--- src/assert_macros.svh ---
`ifndef ASSERT_MACROS_SVH
`define ASSERT_MACROS_SVH

// Same-cycle implication, checked out of reset.
`define ASSERT_IMPLIES(label, clk, rst_n, ante, cons) \
    label: assert property (@(posedge clk) disable iff (!(rst_n)) (ante) |-> (cons)) \
        else $error("same-cycle implication violated");

// Next-cycle implication, checked out of reset.
`define ASSERT_NEXT(label, clk, rst_n, ante, cons) \
    label: assert property (@(posedge clk) disable iff (!(rst_n)) (ante) |=> (cons)) \
        else $error("next-cycle implication violated");

`endif

--- src/stdp_pkg.sv ---
package stdp_pkg;

    localparam int NUM_PRE_DEF     = 64;
    localparam int NUM_POST_DEF    = 64;
    localparam int WEIGHT_BITS_DEF = 16;

    localparam int CMD_W      = 2;
    localparam int IDX_W      = 6;
    localparam int DATA_W     = 16;
    localparam int CFG_IDX_W  = 3;
    localparam int CFG_DATA_W = 16;

    localparam int MUL_A_W    = 32;
    localparam int MUL_B_W    = 16;
    localparam int PROD_W     = MUL_A_W + MUL_B_W;
    localparam int PROD_SHIFT = 24;
    localparam int DEC_SHIFT  = 16;

    localparam logic [CMD_W-1:0] CMD_POST  = 2'd0;
    localparam logic [CMD_W-1:0] CMD_PRE   = 2'd1;
    localparam logic [CMD_W-1:0] CMD_WRITE = 2'd2;
    localparam logic [CMD_W-1:0] CMD_READ  = 2'd3;

    localparam logic [CFG_IDX_W-1:0] CFG_DECAY_LTP  = 3'd0;
    localparam logic [CFG_IDX_W-1:0] CFG_DECAY_LTD  = 3'd1;
    localparam logic [CFG_IDX_W-1:0] CFG_GAIN_LTP   = 3'd2;
    localparam logic [CFG_IDX_W-1:0] CFG_GAIN_LTD   = 3'd3;
    localparam logic [CFG_IDX_W-1:0] CFG_WEIGHT_MIN = 3'd4;
    localparam logic [CFG_IDX_W-1:0] CFG_WEIGHT_MAX = 3'd5;
    localparam logic [CFG_IDX_W-1:0] CFG_DEAD_THR   = 3'd6;
    localparam logic [CFG_IDX_W-1:0] CFG_LEARN_EN   = 3'd7;

    localparam logic [DATA_W-1:0]        RST_DECAY_LTP  = 16'd62339;
    localparam logic [DATA_W-1:0]        RST_DECAY_LTD  = 16'd62339;
    localparam logic [DATA_W-1:0]        RST_GAIN_LTP   = 16'd4096;
    localparam logic [DATA_W-1:0]        RST_GAIN_LTD   = 16'd4506;
    localparam logic signed [DATA_W-1:0] RST_WEIGHT_MIN = 16'sh0000;
    localparam logic signed [DATA_W-1:0] RST_WEIGHT_MAX = 16'sh1000;
    localparam logic signed [DATA_W-1:0] RST_DEAD_THR   = 16'sh8000;
    localparam logic                     RST_LEARN_EN   = 1'b1;

    typedef struct packed {
        logic pre;
        logic post;
    } t_trace_we;

endpackage

--- src/stdp_mul_unit.sv ---
module stdp_mul_unit (
    input  logic                          i_clk,
    input  logic [stdp_pkg::MUL_A_W-1:0]  i_a,
    input  logic [stdp_pkg::MUL_B_W-1:0]  i_b,
    input  logic [stdp_pkg::MUL_A_W-1:0]  i_c,
    input  logic [stdp_pkg::MUL_B_W-1:0]  i_d,
    output logic [stdp_pkg::PROD_W-1:0]   o_prod_ab,
    output logic [stdp_pkg::PROD_W-1:0]   o_prod_cd
);
    import stdp_pkg::*;

    logic [PROD_W-1:0] r_prod_ab;
    logic [PROD_W-1:0] r_prod_cd;

    always_ff @(posedge i_clk) begin
        r_prod_ab <= PROD_W'(i_a) * PROD_W'(i_b);
        r_prod_cd <= PROD_W'(i_c) * PROD_W'(i_d);
    end

    assign o_prod_ab = r_prod_ab;
    assign o_prod_cd = r_prod_cd;
endmodule

--- config.mk ---
export PLATFORM = sky130hd
export DESIGN_NAME = stdp_mul_unit
export DESIGN_NICKNAME = d
export VERILOG_FILES = /design/src/assert_macros.svh /design/src/stdp_pkg.sv /design/src/stdp_mul_unit.sv
export SDC_FILE = /design/constraint.sdc
export NUM_CORES = 2
export LEC_CHECK = 0
export BUFFER_PORTS_ARGS = -buffer_cell sky130_fd_sc_hd__buf_2
export CAP_MARGIN = 25
export CORE_MARGIN = 5
export CORE_UTILIZATION = 35
export CTS_BUF_LIST = sky130_fd_sc_hd__clkbuf_4
export DETAILED_ROUTE_END_ITERATION = 10
export HOLD_SLACK_MARGIN = 0.1
export PLACE_DENSITY = 0.48
export SYNTH_ARGS = -nofsm -noshare
export SYNTH_HDL_FRONTEND = slang
export SYNTH_SLANG_ARGS = --single-unit
export TNS_END_PERCENT = 50
--- constraint.sdc ---
create_clock -name i_clk -period 10.9 [get_ports i_clk]
set_input_delay 0.545 -clock i_clk [delete_from_list [all_inputs] [get_ports i_clk]]
set_output_delay 0.545 -clock i_clk [all_outputs]
set_load 0.02 [all_outputs]
==> summary by stage <==
Setup path
The element type at the critical path start is an input pin. Counting both buffers and inverters, the worst setup path holds a total of 5. In this design, the critical path's most frequently occurring cell is sky130_fd_sc_hd__fa_1. The critical path depth in cells is 22. The cell family contributing the most delay on the critical path is adder cells. The maximum fanout encountered on the critical timing path is 32.

In this design, the stage delay of the slowest critical-path cell is 0.63 ns. The cell with the largest stage delay on the worst path is sky130_fd_sc_hd__buf_2. The kind of critical path is in2reg. Walking the worst path, the cells encountered are buf_2 -> nand2_1 -> fa_1 -> inv_1 -> fa_1 -> fa_1 -> fa_1 -> fa_1 -> inv_1 -> fa_1 -> inv_1 -> ha_1 -> a21oi_1 -> o21ai_0 -> a211o_1 -> or4_1 -> o21ai_1 -> buf_4 -> o21ai_0 -> a22o_1 -> a31o_2 -> xor2_1. STA puts the critical path data required time at 11.43 ns.

The endpoint class of the critical path is a flip-flop. The endpoint arrival time on the critical path is 7.67 ns.

Drt
The first routing iteration left 1187 violations. The routed layout has 25.1k vias. The average wire per cell in the routed design is 19.5 um.

The detailed-route DRC error count is 0. For this block, the routed nets add up to 100000 um of wire. The remaining antenna violation count is 0. The count of TritonRoute iterations in the first routing pass is 5.

In the routed layout, each cell is associated on average with a via count of 4.89.

Global routing
The first global-routing pass estimated 159000 um of wire. The largest net degree at the start of global routing is 33. In the global route stage, overall resource usage came out at 19.8%. The total overflow reported by the global router is 0.

The number of global-route vias before repair is 27.2k. The initial antenna violation count was 4.

STA
The final clock period utilization by the worst path is 65.5%. Setup repair after global routing left no endpoint under its margin. The max-slew violation total from the final report is 0.

The final-report hold violation count came to 0. After routing, the total negative slack on setup checks comes to 0 ns. The headroom to the max-slew limit is 34.8%. The fmax is 140 MHz. The number of failing setup endpoints in the final timing report is 0. Subtracting the final worst setup slack from the clock period gives 7.14 ns. The measured slew at the worst slew-check pin is 0.978 ns.

Final layout
The total number of nets in the final design is 5025. From synthesis to final layout, the design area changed by 6.11%. The fraction of final layout cells sized beyond drive strength 1 is 5.70%. The final-layout fill cell count is 10.1k.

Hold path
The cell count of the worst hold path is 2. The type of the worst min-delay path is in2reg. The worst hold path begins at i_a[0]. For hold timing, the worst endpoint is o_prod_ab[0].

Placement
The total half-perimeter wirelength after legalization and detailed placement is 76600 um. The number of port buffers is 192. The placer congestion estimate is 0.862.

Synthesis
Synthesis produced 3823 cells. Among all cell types in the netlist, the one instantiated most often is sky130_fd_sc_hd__inv_1. The synthesized netlist devotes 17.0% of its cell area to simple gates. After Yosys synthesis, full adders, half adders and majority gates account for 57.9% of the synthesized area. In the synthesized netlist the dominant register cell turns out to be sky130_fd_sc_hd__dfxtp_1.

Counting every net in the synthesized netlist gives 4996. Of the post-synthesis cell area, the dominant cell type holds 49.1%. The async set-reset flop share out of synthesis is 0%. Synthesis instantiated 57 different standard cells from the library. The share of the Yosys chip area taken by registers is 5.64%.

The xor/xnor share of the synthesized area is 2.29%. The cell accounting for the most synthesized area is sky130_fd_sc_hd__fa_1. Ranked by total cell area, the synthesized netlist is headed by sky130_fd_sc_hd__fa_1, sky130_fd_sc_hd__inv_1, sky130_fd_sc_hd__ha_1. The area fraction in compound gates after synthesis is 5.42%. A synthesized cell averages 8.92 um2. Multiplexer cells account for 0% of the synthesized area. By area, the combinational part of the netlist is dominated by adder cells. For this run, the number of Yosys warnings is 0. The post-synthesis register bit count is 96.

The number of enable-type register cells in the synthesized netlist is 0. By count the netlist is led by sky130_fd_sc_hd__inv_1, sky130_fd_sc_hd__fa_1, sky130_fd_sc_hd__nand2_1. The synthesized netlist occupies a cell area of 34100 um2.

Clock tree
Clock tree synthesis found a total of 96 sinks. The root buffer selected by CTS is sky130_fd_sc_hd__clkbuf_4. The hold buffer count at cts is 0. The post-CTS setup repair buffer count is 0. The clock buffer count from CTS is 9.

The number of H-tree branching levels is 3. The post-cts sizing count is 0. The clock-pin transition on the worst setup and hold timing paths is 0.22 ns.

TritonCTS built the clock tree. The maximum count of clock buffers along a single path is 2.

Floorplanning
The floorplan core area is 96700 um2. The die extent in y is 322 um. The die is 322 um wide. The die covers 104000 um2. During I/O placement, the number of pins put on the boundary was 193. After floorplanning, the core was divided into 114 placement rows. For this configuration, the core starts out at a cell density of 35.3%.

Status
The flow ran to the end, and the final reports show no timing, DRC or antenna violations.

Job
Across the run, the number of max-cap violations was 0.
## state kept, by name (all words and copies together), names as in the netlist
signal,cells
o_prod_cd,48
o_prod_ab,48
## per-layer routing
| metal | track usage, % | vias to the layer above | wire length (um) |
|---|---|---|---|
| met5 | 0 | - | 0 |
| met2 | 32.7 | 593 | 47900 |
| met1 | 27.7 | 13200 | 45000 |
| met3 | 3.15 | 100 | 5050 |
| met4 | 4.17 | 0 | 1960 |
| li1 | - | 11200 | - |
## kinds of logic after synthesis
| group | Yosys count |
|---|---|
| AND/OR/NAND/NOR | 1211 |
| adder cells (fa/ha/maj) | 1076 |
| buffers and inverters | 1063 |
| AO/OA/AOI/OAI | 288 |
| flip-flops | 96 |
| XOR/XNOR | 89 |
## area by class of cell
class	count	area, um2	area share [%]
inverter	884	3320	9.17
timing repair buffer	197	996	2.75
tap	1276	1600	4.41
antenna	3	7.51	0.0208
clock buffer	9	67.6	0.187
sequential	96	1920	5.31
multi-input combinational	2664	28200	77.9
clock inverter	7	86.3	0.239
## worst max-delay path by stage
stage | startpoint | endpoint | slack, ns
2_1_floorplan | i_c[29] | o_prod_cd[45] | 4.37
3_3_place_gp | i_d[1] | o_prod_cd[44] | 2.85
3_5_place_dp | i_b[7] | o_prod_ab[42] | 3.24
4_1_cts | i_b[7] | o_prod_ab[42] | 3.97
5_1_grt | i_d[1] | o_prod_cd[42] | 3.60
6_report | i_d[8] | o_prod_cd[42] | 3.76
## placed cells by master (no fill, tap or decap), types with 3 or more instances in the layout
cell type and count:
sky130_fd_sc_hd__a211o_1 5, sky130_fd_sc_hd__a211oi_1 8, sky130_fd_sc_hd__a21boi_0 3, sky130_fd_sc_hd__a21o_1 50, sky130_fd_sc_hd__a21oi_1 98, sky130_fd_sc_hd__a31o_2 3
sky130_fd_sc_hd__a31oi_1 8, sky130_fd_sc_hd__a41oi_1 4, sky130_fd_sc_hd__and2_1 426, sky130_fd_sc_hd__and3_1 13, sky130_fd_sc_hd__and4_1 3, sky130_fd_sc_hd__buf_2 193
sky130_fd_sc_hd__buf_4 4, sky130_fd_sc_hd__clkbuf_4 9, sky130_fd_sc_hd__clkinv_8 3, sky130_fd_sc_hd__dfxtp_1 96, sky130_fd_sc_hd__diode_2 3, sky130_fd_sc_hd__fa_1 836
sky130_fd_sc_hd__ha_1 240, sky130_fd_sc_hd__inv_1 884, sky130_fd_sc_hd__nand2_1 668, sky130_fd_sc_hd__nand2b_1 3, sky130_fd_sc_hd__nand3_1 16, sky130_fd_sc_hd__nand4_1 14
sky130_fd_sc_hd__nor2_1 32, sky130_fd_sc_hd__nor2b_1 10, sky130_fd_sc_hd__nor3_1 11, sky130_fd_sc_hd__o211ai_1 11, sky130_fd_sc_hd__o21a_1 14, sky130_fd_sc_hd__o21ai_0 47
sky130_fd_sc_hd__o21bai_1 14, sky130_fd_sc_hd__or3_1 6, sky130_fd_sc_hd__xnor2_1 55, sky130_fd_sc_hd__xor2_1 34
## metrics by stage
step	utilization (%)	instances	hold slack (ns)	setup slack (ns)	area, um2
5_1_grt	37.4	5135	0.280	3.60	36200
2_1_floorplan	-	3823	0.667	4.37	34100
4_1_cts	37.4	5133	0.267	3.97	36200
6_report	37.4	5136	0.338	3.76	36200
3_5_place_dp	37.2	5117	0.961	3.24	36000
3_3_place_gp	37.2	5116	0.961	2.85	36000
Power is not shown: default switching activity piles up to over one toggle a cycle in this logic, so the estimate is an artifact.
