--- config.mk ---
export PLATFORM = sky130hd
export DESIGN_NAME = stdp_trace_store
export DESIGN_NICKNAME = d
export VERILOG_FILES = /design/src/assert_macros.svh /design/src/stdp_pkg.sv /design/src/stdp_trace_store.sv
export SDC_FILE = /design/constraint.sdc
export NUM_CORES = 2
export LEC_CHECK = 0
export BUFFER_PORTS_ARGS = -buffer_cell sky130_fd_sc_hd__buf_2
export CORE_ASPECT_RATIO = 0.75
export CORE_MARGIN = 2
export CORE_UTILIZATION = 39
export DETAILED_ROUTE_END_ITERATION = 10
export GPL_ROUTABILITY_DRIVEN = 1
export HOLD_SLACK_MARGIN = 0.05
export SLEW_MARGIN = 20
export SYNTH_ARGS = -nofsm -noshare
export SYNTH_HDL_FRONTEND = slang
export SYNTH_SLANG_ARGS = --single-unit
--- constraint.sdc ---
create_clock -name i_clk -period 8.1 [get_ports i_clk]
set_input_delay 1.215 -clock i_clk [delete_from_list [all_inputs] [get_ports i_clk]]
set_output_delay 1.215 -clock i_clk [all_outputs]
set_load 0.005 [all_outputs]
--- src/assert_macros.svh ---
`ifndef ASSERT_MACROS_SVH
`define ASSERT_MACROS_SVH

// Same-cycle implication, checked out of reset.
`define ASSERT_IMPLIES(label, clk, rst_n, ante, cons) \
    label: assert property (@(posedge clk) disable iff (!(rst_n)) (ante) |-> (cons)) \
        else $error("same-cycle implication violated");

// Next-cycle implication, checked out of reset.
`define ASSERT_NEXT(label, clk, rst_n, ante, cons) \
    label: assert property (@(posedge clk) disable iff (!(rst_n)) (ante) |=> (cons)) \
        else $error("next-cycle implication violated");

`endif

--- src/stdp_pkg.sv ---
package stdp_pkg;

    localparam int NUM_PRE_DEF     = 64;
    localparam int NUM_POST_DEF    = 64;
    localparam int WEIGHT_BITS_DEF = 16;

    localparam int CMD_W      = 2;
    localparam int IDX_W      = 6;
    localparam int DATA_W     = 16;
    localparam int CFG_IDX_W  = 3;
    localparam int CFG_DATA_W = 16;

    localparam int MUL_A_W    = 32;
    localparam int MUL_B_W    = 16;
    localparam int PROD_W     = MUL_A_W + MUL_B_W;
    localparam int PROD_SHIFT = 24;
    localparam int DEC_SHIFT  = 16;

    localparam logic [CMD_W-1:0] CMD_POST  = 2'd0;
    localparam logic [CMD_W-1:0] CMD_PRE   = 2'd1;
    localparam logic [CMD_W-1:0] CMD_WRITE = 2'd2;
    localparam logic [CMD_W-1:0] CMD_READ  = 2'd3;

    localparam logic [CFG_IDX_W-1:0] CFG_DECAY_LTP  = 3'd0;
    localparam logic [CFG_IDX_W-1:0] CFG_DECAY_LTD  = 3'd1;
    localparam logic [CFG_IDX_W-1:0] CFG_GAIN_LTP   = 3'd2;
    localparam logic [CFG_IDX_W-1:0] CFG_GAIN_LTD   = 3'd3;
    localparam logic [CFG_IDX_W-1:0] CFG_WEIGHT_MIN = 3'd4;
    localparam logic [CFG_IDX_W-1:0] CFG_WEIGHT_MAX = 3'd5;
    localparam logic [CFG_IDX_W-1:0] CFG_DEAD_THR   = 3'd6;
    localparam logic [CFG_IDX_W-1:0] CFG_LEARN_EN   = 3'd7;

    localparam logic [DATA_W-1:0]        RST_DECAY_LTP  = 16'd62339;
    localparam logic [DATA_W-1:0]        RST_DECAY_LTD  = 16'd62339;
    localparam logic [DATA_W-1:0]        RST_GAIN_LTP   = 16'd4096;
    localparam logic [DATA_W-1:0]        RST_GAIN_LTD   = 16'd4506;
    localparam logic signed [DATA_W-1:0] RST_WEIGHT_MIN = 16'sh0000;
    localparam logic signed [DATA_W-1:0] RST_WEIGHT_MAX = 16'sh1000;
    localparam logic signed [DATA_W-1:0] RST_DEAD_THR   = 16'sh8000;
    localparam logic                     RST_LEARN_EN   = 1'b1;

    typedef struct packed {
        logic pre;
        logic post;
    } t_trace_we;

endpackage

--- src/stdp_trace_store.sv ---
module stdp_trace_store #(
    parameter int  NUM_PRE  = stdp_pkg::NUM_PRE_DEF,
    parameter int  NUM_POST = stdp_pkg::NUM_POST_DEF,
    localparam int PRE_W    = (NUM_PRE > 1) ? $clog2(NUM_PRE) : 1,
    localparam int POST_W   = (NUM_POST > 1) ? $clog2(NUM_POST) : 1
) (
    input  logic                         i_clk,
    input  logic                         i_rst_n,
    input  stdp_pkg::t_trace_we          i_we,
    input  logic [PRE_W-1:0]             i_pre_addr,
    input  logic [stdp_pkg::DATA_W-1:0]  i_pre_wdata,
    input  logic [POST_W-1:0]            i_post_addr,
    input  logic [stdp_pkg::DATA_W-1:0]  i_post_trace_wdata,
    input  logic [stdp_pkg::DATA_W-1:0]  i_post_act_wdata,
    output logic [stdp_pkg::DATA_W-1:0]  o_pre_rdata,
    output logic [stdp_pkg::DATA_W-1:0]  o_post_trace_rdata,
    output logic [stdp_pkg::DATA_W-1:0]  o_post_act_rdata,
    output logic                         o_busy
);
    import stdp_pkg::*;

    localparam int CLR_N = (NUM_PRE > NUM_POST) ? NUM_PRE : NUM_POST;
    localparam int CLR_W = (CLR_N > 1) ? $clog2(CLR_N) : 1;

    logic [DATA_W-1:0] r_pre_mem        [NUM_PRE];
    logic [DATA_W-1:0] r_post_trace_mem [NUM_POST];
    logic [DATA_W-1:0] r_post_act_mem   [NUM_POST];

    logic [DATA_W-1:0] r_pre_rdata;
    logic [DATA_W-1:0] r_post_trace_rdata;
    logic [DATA_W-1:0] r_post_act_rdata;
    logic [CLR_W-1:0]  r_clr_cnt;
    logic              r_busy;

    logic              pre_we;
    logic [PRE_W-1:0]  pre_wa;
    logic [DATA_W-1:0] pre_wd;
    logic              post_we;
    logic [POST_W-1:0] post_wa;
    logic [DATA_W-1:0] post_trace_wd;
    logic [DATA_W-1:0] post_act_wd;

    // After reset every entry is swept to zero, one address per cycle.
    always_comb begin
        if (r_busy) begin
            pre_we        = (32'(r_clr_cnt) < NUM_PRE);
            pre_wa        = r_clr_cnt[PRE_W-1:0];
            pre_wd        = '0;
            post_we       = (32'(r_clr_cnt) < NUM_POST);
            post_wa       = r_clr_cnt[POST_W-1:0];
            post_trace_wd = '0;
            post_act_wd   = '0;
        end else begin
            pre_we        = i_we.pre;
            pre_wa        = i_pre_addr;
            pre_wd        = i_pre_wdata;
            post_we       = i_we.post;
            post_wa       = i_post_addr;
            post_trace_wd = i_post_trace_wdata;
            post_act_wd   = i_post_act_wdata;
        end
    end

    always_ff @(posedge i_clk) begin
        if (!i_rst_n) begin
            r_busy    <= 1'b1;
            r_clr_cnt <= '0;
        end else if (r_busy) begin
            if (r_clr_cnt == CLR_W'(CLR_N - 1)) begin
                r_busy <= 1'b0;
            end else begin
                r_clr_cnt <= r_clr_cnt + CLR_W'(1);
            end
        end
    end

    always_ff @(posedge i_clk) begin
        if (pre_we) begin
            r_pre_mem[pre_wa] <= pre_wd;
        end
        r_pre_rdata <= r_pre_mem[i_pre_addr];
    end

    always_ff @(posedge i_clk) begin
        if (post_we) begin
            r_post_trace_mem[post_wa] <= post_trace_wd;
            r_post_act_mem[post_wa]   <= post_act_wd;
        end
        r_post_trace_rdata <= r_post_trace_mem[i_post_addr];
        r_post_act_rdata   <= r_post_act_mem[i_post_addr];
    end

    assign o_pre_rdata        = r_pre_rdata;
    assign o_post_trace_rdata = r_post_trace_rdata;
    assign o_post_act_rdata   = r_post_act_rdata;
    assign o_busy             = r_busy;
endmodule

==> qor.txt <==
Synth cell types - 52
Crit-path cells - buf_8, buf_12, buf_4, mux4_2, a22o_1, a221oi_1, a221oi_1
Drt total wl - 315000 um
Pwr dens - 241 nW/um^2
Worst min path class - input pin to register
First-pass GRT wire length - 437000 um
Max-cap viol count - 0
Max-slew headroom - 11.1%
Dominant synthesized flop cell - edfxtp_1
CP delay by family, top - buffers and inverters
Core Box Area - 303000 um^2
Overall Global Routing Usage - 20.1%
# port buffers - 112
Via count - 57.5k
Buf/Inv on CP - 3
DRC Markers - 0
Die X - 641 um
DRT Pass-1 Iters - 6
Largest net degree at the start of global routing - 112
FILL cells - 25.2k
Root buf cell - clkbuf_16
Io pins - 113
Hold WS - 572 ps
Setup TNS - 0 ps
Commonest non-fill, non-tap cells in the layout - edfxtp_1 (3072), mux4_2 (771), clkbuf_16 (299)
Nature of the critical path startpoint - input pin
Longest Clk Path Bufs - 4
P&R area growth vs syn - 13.8%
CP dominant cell by count - a221oi_1
Worst path max stage delay - 750 ps
Nets - 5621
Post-route ant nets - 0
Unrepaired setup endpoints after global routing - no
Post-Synthesis Cells - 5204
Mapped Area - 119000 um^2
Row count - 175
Final Hold Fails - 0
DP Worst Slack - 2830 ps
CTS sink count - 3127
Routability cong. - 0.824
Leakage - 42.7 nW
Ys async rst share - 0%
Hold-fix buffers at CTS - 0
CP max FO - 86
CP Capture Type - register
Outcome - finished clean
Max Slew Vio Count - 0
Number of flops mapped to enable cells by yosys - 3072
Fin crit period - 4180 ps
Number of synthesis warnings - 0
TritonCTS clock tree - yes
Worst vdd ir - 166 uV
Fmax - 239 MHz
DP HPWL - 175000 um
Commonest non-fill, non-tap cell in the layout - edfxtp_1
Number of setup violations in the final report - 0
Fin util - 44.6%
Post-synthesis register bit count - 3127
Die Area - 309000 um^2
Vias per inst - 5.83
Initial Util - 39.2%
Die Y-Extent - 482 um
# resized after CTS - 0
Slowest CP cell - a221oi_1
Mapped Nets - 5269
Syn_area_per_cell - 22.8 um^2
WS Path Type - input pin to register
CP required - 8790 ps
Critical path arrival - 4880 ps
CTS H-Tree Depth - 5
DRT iter0 DRCs - 8268
Vias in the first global route - 55.8k
Slew @ Worst Pin - 1330 ps
Post-route setup slack - 3920 ps
Post-CTS Setup Repair Bufs - 0
Skew final - 48.4 ps
DR WL/cell - 31.9 um
Seq/Total Area, Yosys - 78.7%
Clock buffer count from CTS - 290
Period utilization - 51.7%
Global route overflow - 0
Worst-skew pair later-pin latency - 850 ps
Initial antenna violation count - 23
Share of cells above drive strength 1 - 29.2%
Clk slew on worst S/H paths - 60 ps
==> routing by layer <==
metal | GRT usage (%) | wire length [um] | up-vias
li1 | - | - | 22900
met1 | 30.2 | 133000 | 31300
met2 | 30.4 | 144000 | 2947
met3 | 3.63 | 29500 | 399
met4 | 5.02 | 7880 | 0
met5 | 0 | 0 | -
==> stage by stage <==
stage                     instance area, um^2  instances  power (mW)
after global placement                 126000       9331        19.5
after floorplan                        119000       5204        18.9
after CTS                              135000       9854        32.8
after global routing                   135000       9860        33.5
final                                  135000       9871        32.6
after detailed placement               126000       9335        19.5
==> where the power goes <==
part,internal (mW),switching (mW),leakage [nW],total (mW)
Clock,7.59,5.87,4.49,13.5
Sequential,17.6,0.0886,29.1,17.7
Combinational,0.565,0.850,9.12,1.41
Total,25.8,6.81,42.7,32.6
==> state kept, by name (all words and copies together), names as in the netlist <==
name,count
r_post_trace_mem,1024
r_pre_mem,1024
o_post_act_rdata,16
r_clr_cnt,6
r_post_act_mem,1024
o_busy,1
o_pre_rdata,16
o_post_trace_rdata,16
==> worst paths after layout <==
check | start | endpoint | slack (ps) | cells after the start
setup / recovery | i_post_addr[0] | o_post_trace_rdata[8]$_DFF_P_ | 3920 | 7
setup reg to reg | o_busy$_SDFF_PN1_ | r_post_trace_mem[55][0]$_DFFE_PP_ | 4180 | 6
hold / removal | i_rst_n | o_busy$_SDFF_PN1_ | 570 | 2
hold reg to reg | r_clr_cnt[0]$_SDFFE_PN0P_ | r_clr_cnt[0]$_SDFFE_PN0P_ | 730 | 3
==> final cells by class <==
class	instances	area [um^2]	area share, %
sequential	3127	93400	69.2
tap	4071	5090	3.77
inverter	4	15.0	0.0111
multi-input combinational	1790	24900	18.4
clock inverter	148	1340	0.995
clock buffer	371	7850	5.82
antenna	17	42.5	0.0315
timing repair buffer	343	2430	1.80
==> cell usage after synthesis (48+ instances only) <==
| cell | n | area (um^2) |
|---|---|---|
| dfxtp_1 | 55 | 1100 |
| mux2i_1 | 95 | 951 |
| nor2b_1 | 70 | 438 |
| edfxtp_1 | 3072 | 92200 |
| nand2_1 | 137 | 514 |
| clkbuf_1 | 129 | 484 |
| mux4_2 | 771 | 17400 |
| buf_2 | 85 | 425 |
| a221oi_1 | 78 | 683 |
| a22o_1 | 48 | 420 |
| a22oi_1 | 84 | 631 |
| nor2_1 | 154 | 578 |
| nand3_1 | 65 | 325 |
==> cells by family (layout without fill, tap and decap cells) <==
logic type,count (synthesis),after routing,share of synthesized area (%)
XOR/XNOR,2,2,0.0148
other,0,17,0
AO/OA/AOI/OAI,388,388,2.44
flip-flops,3127,3127,78.7
adder cells (fa/ha/maj),1,1,0.0105
AND/OR/NAND/NOR,509,509,2.01
multiplexers,890,890,15.7
buffers and inverters,287,866,1.12
Power figures use the tool's default switching activity.
